**config.mk**
```make
export PLATFORM = sky130hd
export DESIGN_NAME = signed_dword_type_converter_top_flat
export DESIGN_NICKNAME = d
export VERILOG_FILES = /design/src/hdl/sdtc_pkg.sv /design/src/hdl/sdtc_req_if.sv /design/src/hdl/sdtc_rsp_if.sv /design/src/hdl/signed_dword_type_converter_top.sv /design/src/hdl/sdtc_float.sv /design/src/flat_wrapper.sv
export VERILOG_INCLUDE_DIRS = /design/src /design/src/hdl
export SDC_FILE = /design/constraint.sdc
export NUM_CORES = 2
export LEC_CHECK = 0
export BUFFER_PORTS_ARGS = -buffer_cell sky130_fd_sc_hd__buf_2
export CORE_MARGIN = 2
export CORE_UTILIZATION = 55
export DETAILED_ROUTE_END_ITERATION = 8
export HOLD_SLACK_MARGIN = 0.06
export PLACE_DENSITY = 0.8
export SYNTH_ARGS = -nofsm -noshare
export SYNTH_HDL_FRONTEND = slang
export SYNTH_SLANG_ARGS = --single-unit
```
**constraint.sdc**
```tcl
create_clock -name clock -period 15.53 [get_ports clock]
set_input_delay 0 -clock clock [delete_from_list [all_inputs] [get_ports clock]]
set_output_delay 0 -clock clock [all_outputs]
set_load 0.02 [all_outputs]
```
**src/hdl/signed_dword_type_converter_top_assert.svh**
```systemverilog
// ---------------------------------------------------------------------------
// assertion macros for the signed dword type converter
// property checks on clock, disabled during reset
// ---------------------------------------------------------------------------
`ifndef SIGNED_DWORD_TYPE_CONVERTER_TOP_ASSERT_SVH
`define SIGNED_DWORD_TYPE_CONVERTER_TOP_ASSERT_SVH

`ifndef NO_ASSERTIONS

`define SDTC_ASSERT_IMP(lbl, a, b) \
   lbl: assert property (@(posedge clock) disable iff (reset) (a) |-> (b)) \
      else $error("assertion failed");

`define SDTC_ASSERT_NXT(lbl, a, b) \
   lbl: assert property (@(posedge clock) disable iff (reset) (a) |=> (b)) \
      else $error("assertion failed");

`else

`define SDTC_ASSERT_IMP(lbl, a, b)
`define SDTC_ASSERT_NXT(lbl, a, b)

`endif

`endif

```
**src/hdl/sdtc_pkg.sv**
```systemverilog
// ---------------------------------------------------------------------------
// sdtc_pkg
// types and constants of the signed dword type converter
// ---------------------------------------------------------------------------
`timescale 1ns / 1ps
`default_nettype none

package sdtc_pkg;

   typedef enum logic [3:0] {
      OP_BOOL  = 4'd0,
      OP_BYTE  = 4'd1,
      OP_WORD  = 4'd2,
      OP_DWORD = 4'd3,
      OP_SINT  = 4'd4,
      OP_USINT = 4'd5,
      OP_INT   = 4'd6,
      OP_UINT  = 4'd7,
      OP_UDINT = 4'd8,
      OP_LINT  = 4'd9,
      OP_TIME  = 4'd10,
      OP_BCD2  = 4'd11,
      OP_BCD4  = 4'd12,
      OP_BCD8  = 4'd13,
      OP_REAL  = 4'd14,
      OP_LREAL = 4'd15
   } op_type;

   localparam logic signed [31:0] EXACT_LIMIT = 32'sd16777216;
   localparam logic [31:0] BCD2_LIMIT = 32'd99;
   localparam logic [31:0] BCD4_LIMIT = 32'd9999;
   localparam logic [31:0] BCD8_LIMIT = 32'd99999999;
   // ceil(2^45 / 10000), exact quotient for values below 2^27
   localparam logic [31:0] DIV10K_MUL = 32'd3518437209;
   localparam int unsigned DIV10K_SHIFT = 45;

   typedef struct packed {
      logic [31:0] single_bits;
      logic [63:0] double_bits;
   } flt_type;

endpackage

`default_nettype wire

```
**src/hdl/sdtc_req_if.sv**
```systemverilog
// ---------------------------------------------------------------------------
// sdtc_req_if
// input channel: opcode and signed source value
// ---------------------------------------------------------------------------
`timescale 1ns / 1ps
`default_nettype none

interface sdtc_req_if;
   logic              valid;
   logic              ready;
   logic [3:0]        op;
   logic signed [31:0] value;
   modport source (output valid, output op, output value, input ready);
   modport sink (input valid, input op, input value, output ready);
endinterface

`default_nettype wire

```
**src/hdl/sdtc_rsp_if.sv**
```systemverilog
// ---------------------------------------------------------------------------
// sdtc_rsp_if
// result channel: converted pattern and enable-out flag
// ---------------------------------------------------------------------------
`timescale 1ns / 1ps
`default_nettype none

interface sdtc_rsp_if;
   logic        valid;
   logic        ready;
   logic [63:0] result;
   logic        eno;
   modport source (output valid, output result, output eno, input ready);
   modport sink (input valid, input result, input eno, output ready);
endinterface

`default_nettype wire

```
**src/hdl/signed_dword_type_converter_top.sv**
```systemverilog
// ---------------------------------------------------------------------------
// signed_dword_type_converter_top
// converts a signed 32-bit value to the bit pattern of a selected type
// ---------------------------------------------------------------------------
// usage
//  req carries op and value, rsp carries result and eno; valid/ready on each
//  one item enters per cycle while rsp is not stalled; a result is valid on
//  rsp once its item reaches the stage 4 register, in order; sustained
//  throughput one item per cycle while rsp is not stalled
//  the pipe depth is set by the bcd digit split: a reciprocal multiply for the
//  upper four digits, a remainder step, then the per-digit split
//  the four pipeline stages advance together; when rsp is stalled with a
//  result waiting, the whole pipe holds and req.ready drops
//  eno is a held flag: the real conversion sets it when the magnitude is
//  at most 2^24 and clears it otherwise; other ops leave it, and every
//  result reports its value as of that item
//  reset clears the flag and all stage valid bits; no items are in flight
// ---------------------------------------------------------------------------
`timescale 1ns / 1ps
`default_nettype none

module signed_dword_type_converter_top (
   input  wire logic  clock,
   input  wire logic  reset,
   sdtc_req_if.sink   req,
   sdtc_rsp_if.source rsp
);
   import sdtc_pkg::*;
   `include "signed_dword_type_converter_top_assert.svh"

   function automatic logic [7:0] split2(input logic [6:0] y);
      logic [13:0] p;
      logic [3:0]  t;
      logic [6:0]  u;
      p = 14'(y) * 14'd103;
      t = p[13:10];
      u = y - 7'(t * 7'd10);
      return {t, u[3:0]};
   endfunction

   function automatic logic [15:0] split4(input logic [13:0] x);
      logic [26:0] p;
      logic [6:0]  a;
      logic [13:0] b;
      p = 27'(x) * 27'd5243;
      a = p[25:19];
      b = x - 14'(a * 14'd100);
      return {split2(a), split2(b[6:0])};
   endfunction

   logic en;
   logic eno_ff, eno_in;
   logic accept;

   // stage 1
   logic              v1_ff;
   op_type            op1_ff;
   logic signed [31:0] val1_ff;
   logic              eno1_ff;
   // stage 2
   logic        v2_ff;
   op_type      op2_ff;
   logic        eno2_ff, sat2_ff;
   logic [63:0] res2_ff, res2_in;
   logic [26:0] mb2_ff;
   logic [13:0] hi2_ff;
   // stage 3
   logic        v3_ff;
   op_type      op3_ff;
   logic        eno3_ff, sat3_ff;
   logic [63:0] res3_ff;
   logic [13:0] hi3_ff, lo3_ff;
   // stage 4
   logic        v4_ff;
   logic        eno4_ff;
   logic [63:0] res4_ff, res4_in;

   flt_type     flt;
   logic [31:0] mag1;
   logic        sat2_in;
   logic [58:0] prod1;
   logic [26:0] lo_w;
   logic [31:0] digits;

   assign en     = !v4_ff || rsp.ready;
   assign req.ready = en;
   assign accept = req.valid && en;

   always_comb begin
      eno_in = eno_ff;
      if (op_type'(req.op) == OP_REAL) begin
         eno_in = !(req.value < -EXACT_LIMIT || req.value > EXACT_LIMIT);
      end
   end

   sdtc_float u_float (
      .value (val1_ff),
      .flt   (flt)
   );

   always_comb begin
      mag1  = val1_ff[31] ? 32'hFFFF_FFFF : val1_ff;
      prod1 = 59'(mag1[26:0]) * 59'(DIV10K_MUL);
      case (op1_ff)
         OP_BCD2: sat2_in = mag1 > BCD2_LIMIT;
         OP_BCD4: sat2_in = mag1 > BCD4_LIMIT;
         default: sat2_in = mag1 > BCD8_LIMIT;
      endcase
      case (op1_ff)
         OP_BOOL: res2_in = {63'd0, val1_ff != 32'sd0};
         OP_BYTE, OP_SINT, OP_USINT: res2_in = {56'd0, val1_ff[7:0]};
         OP_WORD, OP_INT, OP_UINT: res2_in = {48'd0, val1_ff[15:0]};
         OP_DWORD, OP_UDINT, OP_TIME: res2_in = {32'd0, val1_ff};
         OP_LINT: res2_in = {{32{val1_ff[31]}}, val1_ff};
         OP_REAL: res2_in = {32'd0, flt.single_bits};
         OP_LREAL: res2_in = flt.double_bits;
         default: res2_in = 64'd0;
      endcase
   end

   assign lo_w = mb2_ff - 27'(hi2_ff * 27'd10000);

   always_comb begin
      digits = {split4(hi3_ff), split4(lo3_ff)};
      case (op3_ff)
         OP_BCD2: res4_in = sat3_ff ? 64'h0FF : {56'd0, digits[7:0]};
         OP_BCD4: res4_in = sat3_ff ? 64'h0FFFF : {48'd0, digits[15:0]};
         OP_BCD8: res4_in = sat3_ff ? 64'h0FFFF_FFFF : {32'd0, digits};
         default: res4_in = res3_ff;
      endcase
   end

   always_ff @(posedge clock) begin
      if (reset) begin
         eno_ff <= 1'b0;
         v1_ff  <= 1'b0;
         v2_ff  <= 1'b0;
         v3_ff  <= 1'b0;
         v4_ff  <= 1'b0;
      end else if (en) begin
         if (req.valid) begin
            eno_ff <= eno_in;
         end
         v1_ff <= req.valid;
         v2_ff <= v1_ff;
         v3_ff <= v2_ff;
         v4_ff <= v3_ff;
      end
   end

   always_ff @(posedge clock) begin
      if (en) begin
         op1_ff  <= op_type'(req.op);
         val1_ff <= req.value;
         eno1_ff <= eno_in;
         op2_ff  <= op1_ff;
         eno2_ff <= eno1_ff;
         sat2_ff <= sat2_in;
         res2_ff <= res2_in;
         mb2_ff  <= mag1[26:0];
         hi2_ff  <= prod1[DIV10K_SHIFT+13:DIV10K_SHIFT];
         op3_ff  <= op2_ff;
         eno3_ff <= eno2_ff;
         sat3_ff <= sat2_ff;
         res3_ff <= res2_ff;
         hi3_ff  <= hi2_ff;
         lo3_ff  <= lo_w[13:0];
         eno4_ff <= eno3_ff;
         res4_ff <= res4_in;
      end
   end

   assign rsp.valid  = v4_ff;
   assign rsp.result = res4_ff;
   assign rsp.eno    = eno4_ff;

   `SDTC_ASSERT_NXT(a_real_clears, accept && req.op == OP_REAL && req.value > EXACT_LIMIT, !eno_ff)
   `SDTC_ASSERT_NXT(a_flag_holds, accept && req.op != OP_REAL, eno_ff == $past(eno_ff))
   `SDTC_ASSERT_NXT(a_stall_holds, v4_ff && !rsp.ready, v4_ff && $stable(res4_ff))
   `SDTC_ASSERT_NXT(a_pipe_moves, v1_ff && en, v2_ff)

endmodule

`default_nettype wire

```
**src/hdl/sdtc_float.sv**
```systemverilog
// ---------------------------------------------------------------------------
// sdtc_float
// integer to single and double precision encoding, nearest even rounding
// ---------------------------------------------------------------------------
`timescale 1ns / 1ps
`default_nettype none

module sdtc_float (
   input  wire logic signed [31:0] value,
   output sdtc_pkg::flt_type       flt
);
   import sdtc_pkg::*;

   logic        sign;
   logic [31:0] mag;
   logic [4:0]  top;
   logic [31:0] norm;
   logic [24:0] rnd;
   logic        round_up;
   logic [7:0]  exp_s;
   logic [10:0] exp_d;

   always_comb begin
      sign = value[31];
      mag  = sign ? (32'd0 - value) : value;
      top  = 5'd0;
      for (int i = 0; i < 32; i++) begin
         if (mag[i]) begin
            top = 5'(i);
         end
      end
      norm     = mag << (5'd31 - top);
      round_up = norm[7] & ((|norm[6:0]) | norm[8]);
      rnd      = {1'b0, norm[31:8]} + {24'd0, round_up};
      exp_s    = 8'(top) + 8'd127 + {7'd0, rnd[24]};
      exp_d    = 11'(top) + 11'd1023;
      if (mag == 32'd0) begin
         flt.single_bits = 32'd0;
         flt.double_bits = 64'd0;
      end else begin
         flt.single_bits = {sign, exp_s, rnd[24] ? 23'd0 : rnd[22:0]};
         flt.double_bits = {sign, exp_d, norm[30:0], 21'd0};
      end
   end

endmodule

`default_nettype wire
```
**src/flat_wrapper.sv**
```systemverilog
// flat-port wrapper written by rule: the top's interface ports become plain ports
module signed_dword_type_converter_top_flat import sdtc_pkg::*;
  (clock, reset, req_valid, req_op, req_value, req_ready, rsp_valid, rsp_result, rsp_eno, rsp_ready);
  sdtc_req_if req_i ();
  sdtc_rsp_if rsp_i ();
  input  wire logic clock;
  input  wire logic reset;
  input wire logic [$bits(req_i.valid)-1:0] req_valid;
  input wire logic [$bits(req_i.op)-1:0] req_op;
  input wire logic [$bits(req_i.value)-1:0] req_value;
  output wire logic [$bits(req_i.ready)-1:0] req_ready;
  output wire logic [$bits(rsp_i.valid)-1:0] rsp_valid;
  output wire logic [$bits(rsp_i.result)-1:0] rsp_result;
  output wire logic [$bits(rsp_i.eno)-1:0] rsp_eno;
  input wire logic [$bits(rsp_i.ready)-1:0] rsp_ready;
  assign req_i.valid = req_valid;
  assign req_i.op = req_op;
  assign req_i.value = req_value;
  assign req_ready = req_i.ready;
  assign rsp_valid = rsp_i.valid;
  assign rsp_result = rsp_i.result;
  assign rsp_eno = rsp_i.eno;
  assign rsp_i.ready = rsp_ready;
  signed_dword_type_converter_top u_core (.clock(clock), .reset(reset), .req(req_i), .rsp(rsp_i));
endmodule
```
* After elaboration in Yosys (flattened, before gate mapping)
Index checks and enable logic that the tools add are counted.
Storage, ports and cells: output and inout port bits 67, flip-flop bits (word level) 303
Cells by class: order comparisons 5, reduce and logical (&&, ||, !) cells 12, $add $sub $neg 13, bitwise gates (word level) 2, multipliers 14, equality and inequality tests 18, shift-type cells 1, muxes and demuxes 42
Operators by type and width (number):
- 64-bit case mux with 7 select lines | 1
- 64-bit case mux with 3 select lines | 1
- 5-bit 2-to-1 mux | 30
- 32-bit 2-to-1 mux | 3
- 96-bit 2-to-1 mux | 1
- 27-bit by 32-bit multiplier with 59-bit output, second input constant | 1
- 7-bit by 7-bit multiplier with 14-bit output, second input constant | 4
- 14-bit by 13-bit multiplier with 26-bit output, second input constant | 2
- 4-bit equality test, second input constant | 11
- 32-bit by 14-bit > comparator with 1-bit output, second input constant | 1
- 32-bit by 26-bit > comparator with 1-bit output, second input constant | 1
- 32-bit by 27-bit > comparator with 1-bit output, second input constant | 1
- 32-bit by 7-bit > comparator with 1-bit output, second input constant | 1
- 32-bit zero test | 1
- 32-bit by 25-bit less-than comparator with 1-bit output, second input constant | 1
- 32-bit nonzero test | 1
- 32-bit by 5-bit left shift with 32-bit output | 1
- 1-bit by 32-bit subtractor with 32-bit output, first input constant | 1
- 24-bit by 1-bit adder with 25-bit output | 1
- 23-bit 2-to-1 mux | 1
- 4-bit by 3-bit equality test with 1-bit output, second input constant | 4
- 4-bit by 3-bit multiplier with 3-bit output, second input constant | 4
- 16-bit 2-to-1 mux | 1
- 4-bit subtractor | 4
- 21 further kinds | 29

* Longest topological paths before layout
depth after elaboration 42, depth in mapped cells 51, depth with buffers taken out 51

* Hierarchy
From an unflattened synthesis, not the netlist that was laid out.
Second synthesis, totals: cell total of the unflattened synthesis 4257, area, all modules 43389.1 um^2
By module, submodules not included:
- signed_dword_type_converter_top | times used 1, sequential area each 9048.7 um^2, cells each 3298, area each 36920.4 um^2
- sdtc_float | times used 1, sequential area each 0.0 um^2, cells each 959, area each 6468.7 um^2

* Worst setup path after synthesis
OpenSTA, ideal clock, no wires.
path kind register to register, start register u_core.hi3_ff[4], end register u_core.res4_ff[19], in the netlist u_core.rsp.result[19] (data pin), setup time 267 ps, stages on the path, launching flop included 51, arrival 10255 ps, path buffers 0, period minus slack after synthesis 10522 ps, setup slack 5008 ps, cells stage by stage edfxtp_1 ha_1 inv_1 fa_1 inv_1 ha_1 ha_1 inv_1 fa_1 inv_1 ha_1 and3_1 a31o_2 a21o_1 a21o_1 a21o_1 a21o_1 a21o_1 [15 not listed] inv_1 fa_1 inv_1 ha_1 ha_1 nor2b_1 o21ai_0 nand2b_1 a21oi_1 xnor2_1 ha_1 inv_1 fa_1 xor2_1 xnor2_1 xnor2_1 nor2_1 o21ai_0
Between the ends: cells in the longest elaborated chain, start to end 8
RTL lines:
- start, declared | line signed_dword_type_converter_top.sv:72 | logic [13:0] hi3_ff, lo3_ff;
- start signal, assigned | line signed_dword_type_converter_top.sv:166 | hi3_ff <= hi2_ff;
- 14-bit by 13-bit multiplier with 26-bit output | line signed_dword_type_converter_top.sv:45 | p = 27'(x) * 27'd5243;
- 7-bit by 5-bit multiplier with 5-bit output | line signed_dword_type_converter_top.sv:47 | b = x - 14'(a * 14'd100);
- 7-bit subtractor (*) | line signed_dword_type_converter_top.sv:47
- 7-bit by 7-bit multiplier with 14-bit output | line signed_dword_type_converter_top.sv:35 | p = 14'(y) * 14'd103;
- 4-bit by 3-bit multiplier with 3-bit output | line signed_dword_type_converter_top.sv:37 | u = y - 7'(t * 7'd10);
- 4-bit subtractor (*) | line signed_dword_type_converter_top.sv:37
- 32-bit 2-to-1 mux (*) | line signed_dword_type_converter_top.sv:128 | OP_BCD8: res4_in = sat3_ff ? 64'h0FFFF_FFFF : {32'd0, digits};
- 64-bit case mux with 3 select lines (*) | line signed_dword_type_converter_top.sv:125 | case (op3_ff)
- named net u_core.res4_in[19] | line signed_dword_type_converter_top.sv:76 | logic [63:0] res4_ff, res4_in;
- end signal, assigned | line signed_dword_type_converter_top.sv:169 | res4_ff <= res4_in;
- end, declared | line signed_dword_type_converter_top.sv:76
Mark *: on every way through the listed nets, which the timed path passes. The rest lies on a longest branch. A chain may end at the register's enable or synchronous reset.

* Worst setup path after layout
start register u_core.lo3_ff[4], end register u_core.res4_ff[3], in the netlist u_core.rsp.result[3] (data pin)
Between the ends: cells in the longest elaborated chain, start to end 8, elaborated cells between the ends (all ways) 10
RTL lines:
- start, declared | line signed_dword_type_converter_top.sv:72
- start signal, assigned | line signed_dword_type_converter_top.sv:167 | lo3_ff <= lo_w[13:0];
- 14-bit by 13-bit multiplier with 26-bit output | line signed_dword_type_converter_top.sv:45
- 7-bit by 5-bit multiplier with 5-bit output | line signed_dword_type_converter_top.sv:47
- 7-bit subtractor (*) | line signed_dword_type_converter_top.sv:47
- 7-bit by 7-bit multiplier with 14-bit output | line signed_dword_type_converter_top.sv:35
- 4-bit by 3-bit multiplier with 3-bit output | line signed_dword_type_converter_top.sv:37
- 4-bit subtractor (*) | line signed_dword_type_converter_top.sv:37
- 32-bit 2-to-1 mux (tied with other cells) | line signed_dword_type_converter_top.sv:128
- 64-bit case mux with 3 select lines (*) | line signed_dword_type_converter_top.sv:125
- named net u_core.res4_in[3] | line signed_dword_type_converter_top.sv:76
Marks and branches as above.

==> impl_metrics.toml <==
[run_status]
run_status = "complete, no violations"

[worst_setup_path]
critPathRequiredTime_ns = 15.80
cp_max_stage_cell = "sky130_fd_sc_hd__fa_1"
ff2ff_setup_slack_ns = 3.96
setup.worst_path.start_class = "flop"
worst_path_largest_cell_delay_ns = 0.54
critical_path.endpoint_type = "flop"
path_depth_of_the_worst_reg2reg_path = 49
critPathArrivalTime_ns = 11.84
worstReg2RegEnd = "u_core.rsp.result[3]"
rr_startpoint = "u_core.lo3_ff[4]"
worst-setup-path-type = "reg2reg"
worst_path_most_repeated_cell = "sky130_fd_sc_hd__ha_1"
worstPathMaxFanout = 5

[timing]
final_critical_path_setup_slack_ns = 3.960
report.final.setup_viol = 0
slew_headroom_pct = 32.93
post-route-min-period_ns = 11.57
slew_viol_final = 0
maximum_achievable_frequency_ghz = 0.08643
final.period_utilization_pct = 74.50
timing.clock.skew_ns = 0.03571
totalNegativeSetupSlack_ns = 0
worstMarginPinSlew_ns = 1.006
finalHoldViolations = 0
rsz_0062_raised_after_global_routing = "no"

[drt]
num_vias = 28657
routed_wire_length_per_instance_um = 22.21
detail_route.wirelength_mm = 109.7
drc_markers = 0
detail_route.vias_per_cell = 5.801
drt-initial-drc-count = 2584
antenna_violating_nets_post_route = 0
first_pass_iters = 7

[synthesis]
asyncSetResetFlopFracSynth_pct = 0
synth_top_area_share_pct = 26.20
post_synth_cell_types = 114
synth-edff-count = 295
synthTopCellsByArea = "sky130_fd_sc_hd__fa_1, sky130_fd_sc_hd__edfxtp_1, sky130_fd_sc_hd__ha_1"
postSynthCellCount = 3847
postSynthRegisterBits = 300
syn-cell-area_um2 = 40730
syn_area_per_cell_um2 = 10.59
yosysTopAreaCell = "sky130_fd_sc_hd__fa_1"
synth-main-ff-cell = "sky130_fd_sc_hd__edfxtp_1"
synthMostInstantiatedCell = "sky130_fd_sc_hd__inv_1"
ys.warnings.count = 0
syn-num-nets = 5104
synth_commonest_cells = "sky130_fd_sc_hd__inv_1, sky130_fd_sc_hd__ha_1, sky130_fd_sc_hd__fa_1"
seq_area_frac_synth_pct = 22.00

[final_layout]
final_cell_area_um2 = 43680
area_delta_synth_final_pct = 7.238
post_route_cells_drive_above_1_share_pct = 7.234
post-route-util_pct = 59.76
number_of_nets_in_the_final_layout = 5211
n_antenna_cell = 0
fillerInstances = 5921

[clocking]
tritoncts_clock_tree = "built"
max-clock-path-buffers = 3
post_cts_resized = 0
cts_setup_buffers = 0
cts_root_buf = "sky130_fd_sc_hd__clkbuf_16"
cts-buffers-inserted = 36
cts.sink_count = 300
clk_transition_reported_paths_ns = 0.07
worst_skew_late_latency_ns = 0.58
cts.htree.levels = 2
cts_hold_repair.buffers = 40

[min_path]
hold_path_startpoint = "req_value[5]"
worstHoldEndpoint = "u_core.val1_ff[5]"
worst_hold_path_type = "in2reg"
hold-path-cell-count = 2

[placement]
routabilityCongestion = 1.010
detailed_place.area_um2 = 42170
buffer_ports.inserted = 106
dpl.hpwl_mm = 88.82
dpl_worst_slack_ns = 4.013

[global_routing]
antenna_violations_before_repair = 2
globalRouteTotalUtil_pct = 29.31
grt_overflow_total = 0
grt_pass1_vias = 30297
grt_first_pass_wirelength_mm = 172.8
grt_max_degree = 85

[floorplanning]
die_x_um = 276.1
row_count = 99
start_util_pct = 55.73
floorplan_core_area_um2 = 73080
die-area_um2 = 76250
floorplan.die.height_um = 276.1
io_pins = 107

[run]
max-cap-violations = 0
==> final cells by class <==
class / count / area, um2 / area share [%]
multi-input cells: 2560 / 27970 / 64.05
clock inverters: 22 / 182.7 / 0.4182
clock buffers: 43 / 927.1 / 2.123
flip-flops and latches: 300 / 8959 / 20.51
repair buffers: 166 / 1081 / 2.475
well taps: 959 / 1200 / 2.747
inverters: 890 / 3353 / 7.677
==> cell usage in the layout, fill, tap and decap left out, drive strengths merged, types with 58 or more instances in the layout <==
cell,instances
a21o,63
a21oi,108
buf,126
edfxtp,295
fa,533
ha,684
inv,893
nand2,151
nor2,137
nor3,58
o21ai,120
xnor2,107
==> state kept, by name, indices dropped and copies added, names as in the netlist, 4 cells and up <==
register / cells
u_core.hi2_ff: 14
u_core.hi3_ff: 14
u_core.lo3_ff: 14
u_core.mb2_ff: 14
u_core.op1_ff: 4
u_core.op2_ff: 4
u_core.op3_ff: 4
u_core.res2_ff: 63
u_core.res3_ff: 63
u_core.rsp.result: 63
u_core.val1_ff: 32
==> per-layer routing <==
layer	part of all wire [%]	GRT usage (%)
met1	40	38.93
met3	8.2	4.926
met5	0	0
met2	47	48.18
met4	4.3	11.45
==> cells by family after synthesis <==
logic type / share of synthesized area [%]
compound gates: 9.047
xor+xnor: 3.499
simple gates: 8.033
buf+inv: 9.360
flops: 22.00
fa+ha+maj: 47.21
mux: 0.8540
==> metrics by stage <==
step	hold WS [ns]	std cells
floorplan	0.06907	3847
global placement	0.1985	4835
detailed placement	0.1978	4835
CTS	0.1543	4940
global route	0.1588	4940
finish	0.1763	4940
==> worst max-delay path, delay by kind of cell, from the launching register on <==
| family | cells | cell delay (ns) |
|---|---|---|
| AO/OA/AOI/OAI | 16 | 3.20 |
| XOR/XNOR | 7 | 1.56 |
| adder cells (fa/ha/maj) | 14 | 5.10 |
| buffers and inverters | 8 | 0.51 |
| flip-flops | 1 | 0.53 |
| AND/OR/NAND/NOR | 4 | 0.40 |
==> worst max path at each step <==
stage / start / to / slack (ns) / cells after the start
floorplan: u_core.hi3_ff[4] / u_core.rsp.result[19] / 5.01 / 50
global placement: u_core.lo3_ff[4] / u_core.rsp.result[3] / 4.43 / 49
detailed placement: u_core.lo3_ff[4] / u_core.rsp.result[3] / 4.01 / 49
CTS: u_core.lo3_ff[4] / u_core.rsp.result[3] / 3.92 / 49
global route: u_core.lo3_ff[4] / u_core.rsp.result[3] / 3.26 / 51
finish: u_core.lo3_ff[4] / u_core.rsp.result[3] / 3.96 / 49
Power is left out: the tool's default activity adds up to more than one toggle a clock period on the data nets, which glitch-free logic cannot reach.
